`config.mk`:
```
export PLATFORM = sky130hd
export DESIGN_NAME = dds_tuning_word_serial_loader
export DESIGN_NICKNAME = d
export VERILOG_FILES = /design/src/sv/dds_twl_pkg.sv /design/src/sv/dds_twl_div.sv /design/src/sv/dds_twl_ser.sv /design/src/sv/dds_tuning_word_serial_loader.sv
export SDC_FILE = /design/constraint.sdc
export NUM_CORES = 1
export LEC_CHECK = 0
export BUFFER_PORTS_ARGS = -buffer_cell sky130_fd_sc_hd__buf_2
export CAP_MARGIN = 10
export CORE_ASPECT_RATIO = 1.4
export CORE_UTILIZATION = 55
export CTS_CLUSTER_DIAMETER = 120
export CTS_CLUSTER_SIZE = 14
export DETAILED_ROUTE_END_ITERATION = 10
export GPL_TIMING_DRIVEN = 0
export PLACE_DENSITY = 0.77
export SLEW_MARGIN = 15
export SYNTH_ARGS = -nofsm -noshare
export SYNTH_HDL_FRONTEND = slang
export SYNTH_HIERARCHICAL = 1
export SYNTH_SLANG_ARGS = --single-unit
```
`constraint.sdc`:
```
create_clock -name clk -period 4.38 [get_ports clk]
set_clock_uncertainty 0.1 [all_clocks]
set_input_delay 0.219 -clock clk [delete_from_list [all_inputs] [get_ports clk]]
set_output_delay 0.219 -clock clk [all_outputs]
set_load 0.02 [all_outputs]
```
`src/sv/dds_twl_pkg.sv`:
```
// ----------------------------------------------------------------------------
// DDS tuning word loader package
// Shared widths, constants and types for the tuning word divider and the
// serial pulse sequencer.
// ----------------------------------------------------------------------------
package dds_twl_pkg;

	localparam int WORD_BITS = 40;
	localparam int BITS_W = $clog2(WORD_BITS + 1);

	localparam int FREQ_W = 32;
	localparam int CTRL_W = 8;
	localparam int TW_W = 32;

	localparam int DIV_STEPS = FREQ_W + TW_W;
	localparam int DIV_CNT_W = $clog2(DIV_STEPS + 1);

	localparam logic [31:0] REF_CLK_RESET = 32'd125000000;

	typedef struct packed {
		logic done;
		logic [TW_W-1:0] quot;
	} div_res_t;

	typedef struct packed {
		logic start;
		logic [WORD_BITS-1:0] word;
	} ser_cmd_t;

	typedef struct packed {
		logic busy;
		logic done;
	} ser_sts_t;

endpackage

```
`src/sv/dds_twl_div.sv`:
```
// ----------------------------------------------------------------------------
// DDS tuning word divider
// Restoring divider that forms the low 32 bits of (frequency * 2^32) / refclk,
// one quotient bit per cycle on a single shared subtract-and-compare unit.
// ----------------------------------------------------------------------------
module dds_twl_div (
	input  logic clk,
	input  logic arst_n,
	input  logic start,
	input  logic [dds_twl_pkg::FREQ_W-1:0] freq,
	input  logic [31:0] divisor,
	output dds_twl_pkg::div_res_t res
);

	logic [dds_twl_pkg::DIV_CNT_W-1:0] cnt_q;
	logic done_q;
	logic [dds_twl_pkg::DIV_STEPS-1:0] num_q;
	logic [31:0] rem_q;
	logic [31:0] div_q;
	logic [dds_twl_pkg::TW_W-1:0] quot_q;

	logic [32:0] trial;
	logic [32:0] diff;
	logic ge;

	assign trial = {rem_q, num_q[dds_twl_pkg::DIV_STEPS-1]};
	assign ge = trial >= {1'b0, div_q};
	assign diff = trial - {1'b0, div_q};

	always_ff @(posedge clk or negedge arst_n) begin
		if (!arst_n) begin
			cnt_q <= '0;
			done_q <= 1'b0;
		end else begin
			done_q <= 1'b0;
			if (start) begin
				cnt_q <= dds_twl_pkg::DIV_CNT_W'(dds_twl_pkg::DIV_STEPS);
			end else if (cnt_q != '0) begin
				cnt_q <= cnt_q - dds_twl_pkg::DIV_CNT_W'(1);
				if (cnt_q == dds_twl_pkg::DIV_CNT_W'(1)) begin
					done_q <= 1'b1;
				end
			end
		end
	end

	always_ff @(posedge clk) begin
		if (start) begin
			num_q <= {freq, {dds_twl_pkg::TW_W{1'b0}}};
			rem_q <= '0;
			div_q <= divisor;
			quot_q <= '0;
		end else if (cnt_q != '0) begin
			num_q <= {num_q[dds_twl_pkg::DIV_STEPS-2:0], 1'b0};
			rem_q <= ge ? diff[31:0] : trial[31:0];
			quot_q <= {quot_q[dds_twl_pkg::TW_W-2:0], ge};
		end
	end

	assign res.done = done_q;
	assign res.quot = quot_q;

endmodule

```
`src/sv/dds_twl_ser.sv`:
```
// ----------------------------------------------------------------------------
// DDS serial pulse sequencer
// Emits the serial-mode enable pulses once after reset, then one clock pulse
// per load bit, least significant bit first, and a closing update pulse.
// ----------------------------------------------------------------------------
module dds_twl_ser (
	input  logic clk,
	input  logic arst_n,
	input  dds_twl_pkg::ser_cmd_t cmd,
	output dds_twl_pkg::ser_sts_t sts,
	output logic out_valid,
	input  logic out_stall,
	output logic pulse_kind,
	output logic data_bit,
	output logic last_pulse
);

	typedef enum logic [4:0] {
		S_IDLE   = 5'b00001,
		S_EN_CLK = 5'b00010,
		S_EN_UPD = 5'b00100,
		S_BITS   = 5'b01000,
		S_UPD    = 5'b10000
	} state_t;

	state_t state_q;
	logic mode_q;
	logic done_q;
	logic [dds_twl_pkg::WORD_BITS-1:0] word_q;
	logic [dds_twl_pkg::BITS_W-1:0] bits_q;
	logic take;

	assign take = out_valid && !out_stall;

	always_ff @(posedge clk or negedge arst_n) begin
		if (!arst_n) begin
			state_q <= S_IDLE;
			mode_q <= 1'b0;
			done_q <= 1'b0;
			bits_q <= '0;
		end else begin
			done_q <= 1'b0;
			case (state_q)
				S_IDLE: begin
					if (cmd.start) begin
						bits_q <= dds_twl_pkg::BITS_W'(dds_twl_pkg::WORD_BITS);
						mode_q <= 1'b1;
						state_q <= mode_q ? S_BITS : S_EN_CLK;
					end
				end
				S_EN_CLK: begin
					if (take) begin
						state_q <= S_EN_UPD;
					end
				end
				S_EN_UPD: begin
					if (take) begin
						state_q <= S_BITS;
					end
				end
				S_BITS: begin
					if (take) begin
						bits_q <= bits_q - dds_twl_pkg::BITS_W'(1);
						if (bits_q == dds_twl_pkg::BITS_W'(1)) begin
							state_q <= S_UPD;
						end
					end
				end
				S_UPD: begin
					if (take) begin
						done_q <= 1'b1;
						state_q <= S_IDLE;
					end
				end
				default: begin
					state_q <= S_IDLE;
				end
			endcase
		end
	end

	always_ff @(posedge clk) begin
		if (state_q == S_IDLE && cmd.start) begin
			word_q <= cmd.word;
		end else if (state_q == S_BITS && take) begin
			word_q <= {1'b0, word_q[dds_twl_pkg::WORD_BITS-1:1]};
		end
	end

	assign out_valid = state_q != S_IDLE;
	assign pulse_kind = state_q == S_EN_UPD || state_q == S_UPD;
	assign data_bit = state_q == S_BITS && word_q[0];
	assign last_pulse = state_q == S_UPD;

	assign sts.busy = state_q != S_IDLE;
	assign sts.done = done_q;

endmodule

```
`src/sv/dds_tuning_word_serial_loader.sv`:
```
// An accepted item runs through the 64 divider steps, then the divider's done strobe starts
// the sequencer on its pulses; a new item is taken only once the sequencer reports done.
// Reset clears the sequencer, the serial-mode flag and sets the reference clock to 125 MHz.
// ----------------------------------------------------------------------------
// DDS tuning word serial loader
// Computes the DDS tuning word from a target frequency and streams the 40-bit
// load word out as serial clock pulses closed by a frequency update pulse.
// ----------------------------------------------------------------------------
module dds_tuning_word_serial_loader (
	input  logic clk,
	input  logic arst_n,
	input  logic reference_clock_hz_we,
	input  logic [31:0] reference_clock_hz_wdata,
	input  logic in_valid,
	output logic in_stall,
	input  logic [31:0] target_frequency_hz,
	input  logic [7:0] control_byte,
	output logic out_valid,
	input  logic out_stall,
	output logic pulse_kind,
	output logic data_bit,
	output logic last_pulse
);

	logic [31:0] ref_clk_q;
	logic busy_q;
	logic [dds_twl_pkg::CTRL_W-1:0] ctrl_q;
	logic accept;

	dds_twl_pkg::div_res_t div_res;
	dds_twl_pkg::ser_cmd_t ser_cmd;
	dds_twl_pkg::ser_sts_t ser_sts;

	assign accept = in_valid && !in_stall;
	assign in_stall = busy_q;

	always_ff @(posedge clk or negedge arst_n) begin
		if (!arst_n) begin
			ref_clk_q <= dds_twl_pkg::REF_CLK_RESET;
			busy_q <= 1'b0;
		end else begin
			if (reference_clock_hz_we) begin
				ref_clk_q <= reference_clock_hz_wdata;
			end
			if (accept) begin
				busy_q <= 1'b1;
			end else if (ser_sts.done) begin
				busy_q <= 1'b0;
			end
		end
	end

	always_ff @(posedge clk) begin
		if (accept) begin
			ctrl_q <= control_byte;
		end
	end

	dds_twl_div u_div (
		.clk     (clk),
		.arst_n  (arst_n),
		.start   (accept),
		.freq    (target_frequency_hz),
		.divisor (ref_clk_q),
		.res     (div_res)
	);

	assign ser_cmd.start = div_res.done;
	assign ser_cmd.word = dds_twl_pkg::WORD_BITS'({ctrl_q, div_res.quot});

	dds_twl_ser u_ser (
		.clk        (clk),
		.arst_n     (arst_n),
		.cmd        (ser_cmd),
		.sts        (ser_sts),
		.out_valid  (out_valid),
		.out_stall  (out_stall),
		.pulse_kind (pulse_kind),
		.data_bit   (data_bit),
		.last_pulse (last_pulse)
	);

endmodule

```
==> flow_summary.yaml, run 1 <==
finish:
  area_growth_pct: 18.79
  final_util: 0.6707
  design_area_um2: 13360
  layout-drive-gt1-share: 0.2207
  fin_cells: 1440
  fin_nets: 1287
  fillers: 1387
timing:
  worst_slack_ps: 565.2
  fin_hold_ws_ps: 104.1
  max-slew-margin-rel: 0.2649
  tightest_slew_ps: 1096
  fin_crit_ps: 3815
  period_share: 0.8710
  fin_tns_setup_ps: 0
  rsz0062_at_grt: "false"
  hold_viol: 0
  timing.fmax_ghz: 0.2621
  setup_viol_count_final: 0
  slew_viol_final: 0
clocking:
  cts.reportedPaths.clkPinSlew_ps: 70
  clock-root-buffer: "clkbuf_16"
  cts_buffers: 20
  clk_latency_ps: 500
  clockBufferDepth: 3
  cts_tree: "done"
  ctsResizeCount: 0
  cts.sinks: 230
  cts_max_level: 1
  post_cts_buffers: 0
power_and_ir_drop:
  ir_drop_uv: 434.9
  p_per_area_nw_per_um2: 606.4
  total_power_mw: 8.102
  leakage_nw: 5.658
routing:
  drc: 0
  drt_pre_antenna_iters: 5
  postRouteAntennaNets: 0
  dr.first_iter.drc_count: 604
  vias: 8259
  drt-total-wl_um: 25950
  wl_per_cell_um: 18.02
  vias_per_cell: 5.735
floorplan:
  die_area_um2: 21030
  row_count: 61
  initial_core_util: 0.5646
  core_um2: 19920
  die_w_um: 122.9
  die_y_um: 171.2
  io_pins: 82
global_route:
  grtUsageMet1: 0.3200
  grt_pass1_vias: 8291
  grt_pass1_wl_um: 41860
  grt_use_total: 0.2547
  use_met3: 0.03117
  antenna_found_initial: 1
  grt_max_degree: 55
  use_met2: 0.4463
  grt.overflow.total: 0
  grt-busiest-layer: "met2"
critical_path:
  critical_path_arrival_ps: 3610
  ff2ff_setup_slack_ps: 570
  cp-end-kind: "flop"
  path_max_fanout: 32
  critPathSlowestCell: "clkinv_1"
  path_cells: "inv_1 > ha_1 > nor3b_1 > nand2_1 > clkbuf_1 > nor2_1 > clkinv_1"
  required_ps: 4180
  slowest_delay_ps: 1000
  path_class: "flop to flop"
  critPathLaunchType: "flop"
synth:
  avgSynthCellArea_um2: 11.31
  syn_area_um2: 11250
  synthCells: 994
  ys_warn_count: 6
  synth_fp_nets: 1108
placement:
  gp_congestion: 0.9355
  numPortBuffers: 79
  place_inst: 1327
  post-place-ws_ps: 450.2
  detailed_place_hpwl_um: 16240
  dpl_cell_area_um2: 12010
min_path:
  hp-class: "primary input to flop"
run_status:
  status: "complete, no violations"
job:
  max_cap_violations: 0
-- cell usage in the layout (no fill, tap or decap), types with 3 or more instances in the layout --
cell / n
a31oi_1: 6
and3_1: 15
buf_4: 6
dfstp_2: 14
mux2_4: 30
a211o_1: 5
buf_1: 4
or3_1: 5
a311oi_1: 18
nand3_1: 21
clkbuf_16: 21
dfrtp_1: 40
o22ai_1: 5
nand4_1: 6
ha_1: 36
mux2i_1: 7
dlygate4sd3_1: 76
nor2b_1: 5
a211oi_1: 12
o21bai_1: 3
mux2_2: 72
nor2_1: 50
buf_12: 5
a21o_1: 12
buf_2: 90
clkbuf_1: 42
nand2b_1: 9
o21ai_0: 24
and2_1: 7
xnor2_1: 14
o211ai_1: 7
inv_1: 48
o31ai_1: 5
a21oi_1: 72
edfxtp_1: 112
nor4_1: 5
nand2_1: 129
xor2_1: 11
dfxtp_1: 64
nor3_1: 14
-- layout make-up --
cell class | instances | area (um^2) | area share
Buffer | 54 | 300.3 | 0.02248
Multi-Input combinational cell | 661 | 4760 | 0.3562
Clock inverter | 1 | 8.758 | 0.0006556
Inverter | 49 | 183.9 | 0.01377
Sequential cell | 230 | 6013 | 0.4501
Timing Repair Buffer | 157 | 1199 | 0.08972
Tap cell | 252 | 315.3 | 0.02360
Clock buffer | 35 | 578.1 | 0.04327
Antenna cell | 1 | 2.502 | 0.0001873
-- repair_timing --
action | in CTS | in global routing
endpoints found under the hold margin | 113 | 0
hold buffers | 76 | 0
setup endpoints to repair | 0 | 0
-- per-layer routing --
metal / wire [um] / share of wire
met5: 0 / 0
met4: 837 / 0.032
met3: 1066 / 0.041
met2: 13020 / 0.50
met1: 11020 / 0.42
-- state kept, by name, indices dropped and copies added (netlist names) --
signal	count
ctrl_q	8
in_stall	1
ref_clk_q	32
u_div/cnt_q	7
u_div/div_q	32
u_div/done_q	1
u_div/num_q	32
u_div/quot_q	32
u_div/rem_q	32
u_ser/bits_q	6
u_ser/done_q	1
u_ser/mode_q	1
u_ser/state_q	5
u_ser/word_q	40
-- worst max-delay path: cells and delay by family, from the launching register on --
kind	cells	cell delay, ps
and+or+nand+nor	3	1100
DFF	1	400
buffers and inverters	3	1400
adders and majority gates	1	210
-- final timing paths --
kind,startpoint,end,depth (start not counted)
worst max-delay path,u_div/cnt_q[0]$_DFFE_PN0P_,u_div/num_q[40]$_DFFE_PP_,7
worst min-delay path,reference_clock_hz_we,ref_clk_q[14]$_DFFE_PN1P_,3
worst max register to register,u_div/cnt_q[0]$_DFFE_PN0P_,u_div/num_q[40]$_DFFE_PP_,7
worst min register to register,u_div/quot_q[31]$_SDFFE_PP0P_,u_div/quot_q[31]$_SDFFE_PP0P_,2
max in group asynchronous,arst_n,u_ser/bits_q[2]$_DFFE_PN0P_,2
min in group asynchronous,arst_n,ref_clk_q[13]$_DFFE_PN0P_,2
-- power by group --
part / switching (mW) / internal (mW) / total, mW
clock: 0.768 / 0.898 / 1.67
combinational: 1.68 / 1.42 / 3.10
sequential: 0.388 / 2.95 / 3.34
No activity file was read; power rests on OpenSTA's default activity.
==> run 2: changes to the inputs <==
RECOVER_POWER = 100   (was default)
==> run 2 against run 1 <==
The run now ends with max-capacitance violations, max-slew violations left. First-iteration DRC count grew 3.6%. Hold slack lost 31 ps. Highest routed layer unchanged. Combinational power shrank 2%. Worst setup slack lost 53 ps. Critical path type unchanged. Non-clock buffer count is the same.
==> flow_summary.yaml, run 2 (synthesis results as in run 1) <==
routing:
  vias: 8248
  vias_per_cell: 5.728
  drt-total-wl_um: 25800
  drt_pre_antenna_iters: 5
  drc: 0
  wl_per_cell_um: 17.91
  dr.first_iter.drc_count: 626
  postRouteAntennaNets: 0
critical_path:
  required_ps: 4370
  ff2ff_setup_slack_ps: 510
  critical_path_arrival_ps: 3860
  slowest_delay_ps: 1140
  critPathLaunchType: "flop"
  critPathSlowestCell: "clkbuf_1"
  path_common_cell: "clkbuf_1"
  path_max_fanout: 26
  path_class: "flop to flop"
  cp-end-kind: "flop"
  path_cells: "clkbuf_1 > or4b_1 > or3_1 > clkbuf_1 > nand2_1 > clkbuf_1"
finish:
  layout-drive-gt1-share: 0.1651
  area_growth_pct: 17.11
  layout_common_cells: "130 x nand2_1, 112 x edfxtp_1, 76 x dlygate4sd3_1, 76 x buf_2, 72 x a21oi_1"
  fin_cells: 1440
  largest_register: "u_ser/word_q"
  design_area_um2: 13170
  layout_commonest_cell: "nand2_1"
  fin_nets: 1287
  largest_register_ffs: 40
job:
  max_cap_violations: 1
clocking:
  cts_tree: "done"
  cts.reportedPaths.clkPinSlew_ps: 70
  clock-root-buffer: "clkbuf_16"
  ctsResizeCount: 0
  clockBufferDepth: 3
  cts.sinks: 230
  clk_latency_ps: 500
  cts_max_level: 1
  cts_buffers: 20
global_route:
  grt_use_total: 0.2547
  grt.overflow.total: 0
  grt_pass1_wl_um: 41860
  grt_pass1_vias: 8291
  grt_max_degree: 55
  antenna_found_initial: 1
power_and_ir_drop:
  total_power_mw: 8.030
  p_per_area_nw_per_um2: 609.7
  ir_drop_uv: 448.5
  leakage_nw: 5.459
placement:
  numPortBuffers: 79
  detailed_place_hpwl_um: 16240
  dpl_cell_area_um2: 12010
  post-place-ws_ps: 450.2
  gp_congestion: 0.9355
  place_inst: 1327
timing:
  setup_viol_count_final: 0
  rsz0062_at_grt: "false"
  tightest_slew_ps: 3269
  period_share: 0.8831
  fin_crit_ps: 3868
  timing.fmax_ghz: 0.2585
  slew_viol_final: 55
  worst_slack_ps: 511.9
  max-slew-margin-rel: -1.180
  hold_viol: 0
floorplan:
  io_pins: 82
  die_area_um2: 21030
  core_um2: 19920
  die_w_um: 122.9
  die_y_um: 171.2
  initial_core_util: 0.5646
  row_count: 61
run_status:
  status: "finished with violations"
  failed_checks: "max-capacitance violations, max-slew violations"
min_path:
  hp-class: "primary input to flop"
-- run 2: routing by layer --
metal	track usage	wire (um)	vias to the layer above
met3	0.03117	1225	58
li1	-	-	3964
met1	0.3200	10780	3976
met5	0	0	-
met2	0.4463	13000	250
met4	0.09226	790	0
-- run 2: layout make-up --
class	count	area [um^2]
Sequential cell	230	6013
Timing Repair Buffer	157	1170
Fill cell	1444	6749
Clock buffer	35	578.1
Antenna cell	1	2.502
Inverter	49	183.9
Clock inverter	1	8.758
Tap cell	252	315.3
Buffer	54	284.0
Multi-Input combinational cell	661	4616
-- run 2: path summary, 6_finish.rpt --
| path | start | endpoint | depth (start not counted) |
|---|---|---|---|
| setup / recovery | u_ser/state_q[1]$_DFFE_PN0P_ | u_ser/word_q[24]$_DFFE_PP_ | 6 |
| hold / removal | reference_clock_hz_we | ref_clk_q[9]$_DFFE_PN0P_ | 3 |
| setup reg to reg | u_ser/state_q[1]$_DFFE_PN0P_ | u_ser/word_q[24]$_DFFE_PP_ | 6 |
| hold reg to reg | ref_clk_q[10]$_DFFE_PN0P_ | u_div/div_q[10]$_DFFE_PP_ | 0 |
| max in group asynchronous | arst_n | u_div/cnt_q[4]$_DFFE_PN0P_ | 2 |
| min in group asynchronous | arst_n | ref_clk_q[19]$_DFFE_PN0P_ | 2 |
-- run 2: critical path: cells and delay by family (launching register included) --
kind / cells / cell delay (ps)
buf+inv: 3 / 1530
simple gates: 3 / 1460
flops: 1 / 360
-- run 2: timing repair --
item | in CTS | in global routing
hold buffers | 76 | 0
setup buffers | 0 | 0
endpoints found under the hold margin | 113 | 0
-- run 2: power breakdown --
group	switching [mW]	internal (mW)
logic	1.66	1.37
registers	0.388	2.95
clock network	0.768	0.898
total	2.82	5.21
-- run 2: stage by stage --
stage	setup TNS [ps]	hold WS, ps	util
after floorplan	0	-176.6	-
after global placement	-19480	295.9	0.6004
after detailed placement	0	246.5	0.6029
after CTS	0	3.267	0.6706
after global routing	0	79.75	0.6612
final	0	73.10	0.6612
